===== src/rtl/dsl_pkg.sv =====
`timescale 1ns / 1ps

package dsl_pkg;

	// Number of cells in the row.
	localparam int DEPTH = 16;

	// Field widths of the request and response.
	localparam int VALUE_W = 32;
	localparam int POS_W   = 8;
	localparam int ECNT_W  = 5;

	// Width of the fill count and of a cell index.
	localparam int CNT_W = $clog2(DEPTH + 1);
	localparam int IDX_W = $clog2(DEPTH);

	// Request modes.
	localparam logic [1:0] MODE_INSERT = 2'd0;
	localparam logic [1:0] MODE_SEARCH = 2'd1;
	localparam logic [1:0] MODE_READ   = 2'd2;

	// Response status codes.
	localparam logic [1:0] STATUS_OK    = 2'd0;
	localparam logic [1:0] STATUS_FULL  = 2'd1;
	localparam logic [1:0] STATUS_RANGE = 2'd2;

	typedef struct packed {
		logic [1:0]                mode;
		logic signed [VALUE_W-1:0] value;
		logic [POS_W-1:0]          position;
	} req_t;

	typedef struct packed {
		logic                      found;
		logic signed [VALUE_W-1:0] read_value;
		logic [ECNT_W-1:0]         element_count;
		logic [1:0]                status;
	} rsp_t;

	// Control handed to one cell.
	typedef struct packed {
		logic ins_en;
		logic prev_take;
		logic row_valid;
	} cell_ctl_t;

	// Flags reported by one cell.
	typedef struct packed {
		logic take;
		logic hit;
	} cell_flag_t;

endpackage


===== src/rtl/dsl_cell.sv =====
`timescale 1ns / 1ps

module dsl_cell
	import dsl_pkg::*;
(
	input  logic                      clk,
	input  cell_ctl_t                 ctl,
	input  logic signed [VALUE_W-1:0] key,
	input  logic signed [VALUE_W-1:0] prev_value,
	output logic signed [VALUE_W-1:0] value,
	output cell_flag_t                flag
);

	logic signed [VALUE_W-1:0] value_q;

	// The new key belongs at or above this cell when the cell is empty or smaller.
	// Equal values stay above the new one.
	assign flag.take = !ctl.row_valid || (value_q < key);
	assign flag.hit  = ctl.row_valid && (value_q == key);
	assign value     = value_q;

	// On an insert, cells below the slot take their upper neighbor's value,
	// and the slot cell itself takes the key.
	always_ff @(posedge clk) begin
		if (ctl.ins_en && flag.take) begin
			if (ctl.prev_take) begin
				value_q <= prev_value;
			end else begin
				value_q <= key;
			end
		end
	end

endmodule


===== src/rtl/descending_sorted_list_core.sv =====
`timescale 1ns / 1ps

// Sorted store of up to DEPTH signed 32-bit values kept in descending order
// in a row of cells. Each request (insert, search, or read at a 1-based
// position) is answered by one response from an output register in the
// cycle after it is accepted; a new request is taken every cycle as long
// as the response side keeps up, since all cells compare against the request
// in parallel and shift in the same edge. Inserts into a full store are
// refused with status full, reads at position zero or past the count return
// status out of range, and the unused mode is answered without effect.
module descending_sorted_list_core
	import dsl_pkg::*;
(
	input  logic clk,
	input  logic arst_n,
	input  logic req_valid,
	output logic req_stall,
	input  req_t req,
	output logic rsp_valid,
	input  logic rsp_stall,
	output rsp_t rsp
);

	localparam int CMP_W = (CNT_W > POS_W) ? CNT_W : POS_W;
	localparam int EXT_W = (CNT_W > ECNT_W) ? CNT_W : ECNT_W;

	logic                      accept;
	logic                      full;
	logic                      ins_en;
	logic [CNT_W-1:0]          cnt_q;
	logic [CNT_W-1:0]          cnt_next;
	logic [EXT_W-1:0]          cnt_ext;
	logic                      rsp_valid_q;
	rsp_t                      rsp_q;
	rsp_t                      rsp_d;
	logic [DEPTH-1:0]          hits;
	logic [DEPTH-1:0]          takes;
	logic signed [VALUE_W-1:0] cell_val [DEPTH];
	logic [CMP_W-1:0]          pos_ext;
	logic [CMP_W-1:0]          cnt_cmp;
	logic                      pos_ok;
	logic [POS_W-1:0]          pos_m1;
	logic [IDX_W-1:0]          rd_idx;

	// A new request waits only while a response is held and stalled.
	assign req_stall = rsp_valid_q && rsp_stall;
	assign accept    = req_valid && !req_stall;
	assign full      = (cnt_q == CNT_W'(DEPTH));
	assign ins_en    = accept && (req.mode == MODE_INSERT) && !full;

	// Row of cells; cell 0 holds the largest value.
	for (genvar i = 0; i < DEPTH; i++) begin : g_cell
		cell_ctl_t                 ctl;
		cell_flag_t                flag;
		logic signed [VALUE_W-1:0] prev_value;

		if (i == 0) begin : g_head
			assign ctl.prev_take = 1'b0;
			assign prev_value    = req.value;
		end else begin : g_body
			assign ctl.prev_take = takes[i-1];
			assign prev_value    = cell_val[i-1];
		end

		assign ctl.ins_en    = ins_en;
		assign ctl.row_valid = (CNT_W'(i) < cnt_q);

		dsl_cell u_cell (
			.clk        (clk),
			.ctl        (ctl),
			.key        (req.value),
			.prev_value (prev_value),
			.value      (cell_val[i]),
			.flag       (flag)
		);

		assign takes[i] = flag.take;
		assign hits[i]  = flag.hit;
	end

	// Read position check and cell select.
	assign pos_ext = CMP_W'(req.position);
	assign cnt_cmp = CMP_W'(cnt_q);
	assign pos_ok  = (req.position != '0) && (pos_ext <= cnt_cmp);
	assign pos_m1  = req.position - POS_W'(1);
	assign rd_idx  = pos_m1[IDX_W-1:0];

	assign cnt_next = ins_en ? cnt_q + CNT_W'(1) : cnt_q;
	assign cnt_ext  = EXT_W'(cnt_next);

	// Response for the request in flight.
	always_comb begin
		rsp_d               = '0;
		rsp_d.element_count = cnt_ext[ECNT_W-1:0];
		rsp_d.status        = STATUS_OK;
		unique case (req.mode)
			MODE_INSERT: begin
				if (full) begin
					rsp_d.status = STATUS_FULL;
				end
			end
			MODE_SEARCH: begin
				rsp_d.found = |hits;
			end
			MODE_READ: begin
				if (pos_ok) begin
					rsp_d.found      = 1'b1;
					rsp_d.read_value = cell_val[rd_idx];
				end else begin
					rsp_d.status = STATUS_RANGE;
				end
			end
			default: begin
			end
		endcase
	end

	// Fill count and response valid.
	always_ff @(posedge clk or negedge arst_n) begin
		if (!arst_n) begin
			cnt_q       <= '0;
			rsp_valid_q <= 1'b0;
		end else begin
			cnt_q <= cnt_next;
			if (accept) begin
				rsp_valid_q <= 1'b1;
			end else if (!rsp_stall) begin
				rsp_valid_q <= 1'b0;
			end
		end
	end

	// Response payload.
	always_ff @(posedge clk) begin
		if (accept) begin
			rsp_q <= rsp_d;
		end
	end

	assign rsp_valid = rsp_valid_q;
	assign rsp       = rsp_q;

endmodule


===== config.mk =====
export PLATFORM = sky130hd
export DESIGN_NAME = descending_sorted_list_core
export DESIGN_NICKNAME = d
export VERILOG_FILES = /design/src/rtl/dsl_pkg.sv /design/src/rtl/dsl_cell.sv /design/src/rtl/descending_sorted_list_core.sv
export SDC_FILE = /design/constraint.sdc
export NUM_CORES = 2
export LEC_CHECK = 0
export BUFFER_PORTS_ARGS = -buffer_cell sky130_fd_sc_hd__buf_2
export CORE_MARGIN = 2
export CORE_UTILIZATION = 55
export CTS_CLUSTER_DIAMETER = 50
export CTS_CLUSTER_SIZE = 24
export DETAILED_ROUTE_END_ITERATION = 7
export PLACE_DENSITY = 0.71
export RECOVER_POWER = 25
export SETUP_SLACK_MARGIN = 0.5
export SLEW_MARGIN = 40
export SYNTH_ARGS = -nofsm -noshare
export SYNTH_HDL_FRONTEND = slang
export SYNTH_HIERARCHICAL = 1
export SYNTH_SLANG_ARGS = --single-unit

===== constraint.sdc =====
create_clock -name clk -period 4.57 [get_ports clk]
set_input_delay 0.457 -clock clk [delete_from_list [all_inputs] [get_ports clk]]
set_output_delay 0.457 -clock clk [all_outputs]
set_load 0.005 [all_outputs]

Word level (Yosys, flattened, before mapping)
Index checks and enable logic that the tools add are counted.
{"block": "classes", "n_lt_le_gt_ge": 34, "n_div": 0, "n_mux": 26, "bitwise": 1, "multipliers": 0, "reduce_logical": 75, "n_shift": 0, "eq_ne": 20, "addsub": 2}
{"cell": "two-way mux 32 bit", "count": 17}
{"cell": "== test 32 bit", "count": 16}
{"cell": "less-than comparator 32 bit", "count": 16}
{"cell": "binary-select mux 32 bit (select 4 bit)", "count": 1}
{"cell": "less-than comparator 4 x 5 -> 1 bit (first input constant)", "count": 8}
{"cell": "logical AND 1 bit", "count": 37}
{"cell": "two-way mux 33 bit", "count": 1}
{"cell": "less-than comparator 3 x 5 -> 1 bit (first input constant)", "count": 4}
{"cell": "zero test 1 bit", "count": 18}
{"cell": "logical OR 1 bit", "count": 16}
{"cell": "OR reduction 16 bit", "count": 1}
{"cell": "less-than comparator 1 x 5 -> 1 bit (first input constant)", "count": 2}
{"cell": "less-than comparator 2 x 5 -> 1 bit (first input constant)", "count": 2}
{"cell": "less-or-equal comparator 8 x 5 -> 1 bit", "count": 1}
{"cell": "nonzero test 8 bit", "count": 1}
{"cell": "adder 5 x 1 -> 5 bit (second input constant)", "count": 1}
{"cell": "== test 5 bit (second input constant)", "count": 1}
{"cell": ">= comparator 5 bit (second input constant)", "count": 1}
{"cell": "two-way mux 5 bit", "count": 1}
{"cell": "NOT 4 -> 5 bit", "count": 1}
{"cell": "one-hot mux 2 bit (2 select lines)", "count": 1}
{"cell": "subtractor 4 x 1 -> 4 bit (second input constant)", "count": 1}
{"cell": "two-way mux 1 bit", "count": 3}
{"cell": "== test 2 x 1 -> 1 bit (second input constant)", "count": 1}
{"cell": "other kinds (6)", "count": 6}
{"block": "totals", "ff_bits": 558, "inputBits": 46, "ram_bits": 0, "elab_cells": 180, "output_inout_bits": 42, "memories": 0, "romBits": 0, "latch_bits": 0}

Depth between registers and ports, before layout
{"block": "logic_depth", "ltp_word": 7, "mapped_depth": 12}

By module
The synthesis kept the hierarchy.
{"mod": "dsl_cell", "seq_area_each_um2": 960.9, "area_each_um2": 2122.0, "n_inst": 16, "cells_per_inst": 218}
{"mod": "descending_sorted_list_core", "seq_area_each_um2": 1351.3, "area_each_um2": 6236.0, "n_inst": 1, "cells_per_inst": 501}

Worst setup path after synthesis
No wires, ideal clock.
{"block": "synth_path", "path_type": "input -> register", "startpoint": "input rsp_stall", "endpoint": "register g_cell[0].u_cell.value_q[0] (enable)", "setup_time_ps": 416, "setup_slack_ps": -441, "t_arrival_ps": 4595, "cell_stages": 5, "path_cell_list": "and2_1 -> nor2b_1 -> and3_1 -> clkbuf_1 -> nor3b_2"}
{"item": "from (decl)", "line_no": "descending_sorted_list_core.sv:20", "source": "input logic rsp_stall,"}
{"item": "to (signal assigned)", "line_no": "dsl_cell.sv:27", "source": "value_q <= prev_value;"}
{"item": "to (signal assigned)", "line_no": "dsl_cell.sv:29", "source": "value_q <= key;"}
{"item": "to (decl)", "line_no": "dsl_cell.sv:14", "source": "logic signed [VALUE_W-1:0] value_q;"}

==> metrics list <==
- The count of nets left with antenna violations once routing finished came out at 0.
- In this run, post-CTS repair resized a total of 0 instances.
- Cell area after technology mapping: 40,200 sq um
- The H-tree generated during clock tree synthesis spans 3 levels.
- Lkg Pwr: 19.3 nW
- Starting Density: 0.554
* Drt pass-1 iters: 6
- Data on the critical path is required at its endpoint by 4.92 ns.
* Syn Inst Count: 3,988
- CTS tree: done
* Vias per std cell: 5.95
- Final weighted congestion of routability-driven global placement: 0.914
* Total of endpoints with negative setup slack in the final report: 0
- Critical path peak fanout: 6
- The routed layout has 30,300 vias.
- Post-Route Setup TNS: 0 ns
- The initial antenna violation count is 1.
- The tree is rooted in a clkbuf_16.
- No sink is reached through more buffers than the 3 on the longest clock path.
- Entering global routing, the biggest net connects 72 pins.
* Max VDD drop: 0.000322 V
* Count of pins on the block boundary: 88
- Fillers: 6,016
* Status: finished, violations left
- The finished layout holds 5,092 standard cells, fillers aside.
- Failing checks: capacitance limit, slew limit
- Share of cells above drive strength 1: 0.115
* WS Path Type: reg2reg
- Cell area power density: 397 nW/um^2
- Buffers inserted to repair hold after CTS numbered 1.
* Iteration-0 DRC count of the detailed router: 2,811
* Final routed wirelength across all metal layers: 103 mm
- Insertion delay to the later sink of the worst-skew pair: 0.62 ns
- Number of buffer cells added on primary ports: 87
- Across the run, the number of max-cap violations was 1.
- Die outline area: 75,200 sq um
* Clock skew after layout: 0.0207 ns
- Die Ht: 274 um
- For this run, the number of Yosys warnings is 6.
* Clock period minus final worst setup slack: 4.02 ns
- The tree built by TritonCTS fans out to 558 sinks.
- At the end of the flow, the number of nets in the layout was 4,632.
- After clock tree synthesis, the clock-pin slew on the worst setup and hold paths is 0.05 ns.
- Kind of end point of the critical path: flip-flop
- Total instance count after detailed placement: 4,934
* Wire length of the first global-routing pass: 160 mm
* Combined area of the multi-input logic cells: 20,700 sq um
* Max_slew headroom: -0.989
* Area of all sequential standard cells: 16,700 sq um
* Die boundary width: 274 um
- Setup repair after global routing missed its margin: no
- Kind of start point of the critical path: flip-flop
- Final-report max-slew violation count: 41
- Dividing the final minimum period by the clock period gives 0.881.
- Compared with the post-synthesis result, the final layout area differs by 11.2%.
* Final hold violation count: 0
- Row Count: 99
- For this run the aggregate overflow at the end of global routing stands at 0.
* Routed len/inst: 20.3 um
* Transition time of the tightest slew-check pin: 2.98 ns
- DRC viols: 0
- Hpwl dp: 81.4 mm
* Average footprint of a synthesized cell: 10.1 sq um
- The via count of the first global-routing pass was 29,500.
- Min-delay worst type: in2reg
- Across every metal layer, demand over resource in global routing totals 0.274.
- In this run, CTS created clock tree buffers numbering 85.
- When the netlist entered floorplanning its net count stood at 4,557.
- CORE AREA: 72,600 sq um
- Based on the critical path, the design can be clocked at up to 0.249 GHz.
- Once the clock tree was built, the setup fixing pass inserted 0 buffers.
- Critical path arrival: 4.37 ns
* Final worst hold slack: 0.0588 ns
-- sequential cells by signal, indices dropped and copies added, names as in the netlist --
signal / cells
cnt_q: 5
g_cell.u_cell/value: 512
rsp: 40
rsp_valid: 1
-- where the power goes --
| group | switching [W] | internal (W) |
|---|---|---|
| combinational | 0.00282 | 0.00151 |
| clock | 0.00262 | 0.00413 |
| sequential | 0.000273 | 0.00638 |
| total | 0.00571 | 0.0120 |
-- critical path: stages (launching register included) --
cell	delay, ns
dfrtp_1	0.46
nor2_1	0.61
inv_1	0.21
nor2_1	0.37
o21ai_0	0.32
and4_1	0.28
and4_1	0.24
nor4_1	0.77
a41oi_1	0.21
o21a_1	0.27
-- final timing paths --
kind                       slack, ns                    endpoint  cells after the start                 startpoint
setup / recovery                0.55                     rsp[39]                      9                   cnt_q[3]
setup reg to reg                0.55                     rsp[39]                      9                   cnt_q[3]
hold reg to reg                 0.58  g_cell[10].u_cell/value[4]                      2  g_cell[9].u_cell/value[4]
max in group asynchronous       4.04                   rsp_valid                      2                     arst_n
hold / removal                  0.06                   rsp_valid                      2                  req_valid
min in group asynchronous       0.26                    cnt_q[4]                      2                     arst_n
-- per-layer routing --
layer,vias to the layer above,wire length (um),track usage
met3,148,8130,0.0411
met4,0,2500,0.0762
li1,14700,-,-
met5,-,0,0
met2,1058,48100,0.454
met1,14400,44700,0.376
-- stage by stage --
| stage | power, W | cell area [sq um] | worst slack [ns] | utilization |
|---|---|---|---|---|
| finish | 0.0177 | 44700 | 0.546 | 0.615 |
| global route | 0.0186 | 44700 | 0.397 | 0.615 |
| CTS | 0.0178 | 44800 | 0.854 | 0.617 |
| detailed placement | 0.0110 | 41900 | 0.725 | 0.577 |
| global placement | 0.0108 | 41800 | 0.677 | 0.576 |
| floorplan | 0.00976 | 40200 | 0.360 | - |
-- cell type report --
type	instances	share of cell area
inverter	591	0.0497
clock buffer	95	0.0504
sequential	558	0.374
multi-input combinational	2681	0.464
tap	959	0.0269
clock inverter	61	0.0157
timing repair buffer	146	0.0192
antenna	1	0.0000560
-- cells in the final DEF, fill, tap and decap left out, types with 27 or more instances in the layout --
cell / instances
mux4_2: 128
nor2b_1: 82
edfxtp_1: 552
inv_1: 540
and4_1: 32
buf_4: 45
nor2_1: 38
nand2_1: 599
nor3_1: 33
clkbuf_16: 89
a21o_1: 32
ha_1: 522
nand3_1: 34
o211ai_2: 27
o21ai_0: 541
a21oi_1: 195
o22ai_1: 32
o31a_1: 33
a211oi_1: 33
nand4_1: 116
clkinv_1: 44
clkbuf_1: 71
Note: power is estimated with default switching activity, not from simulation.
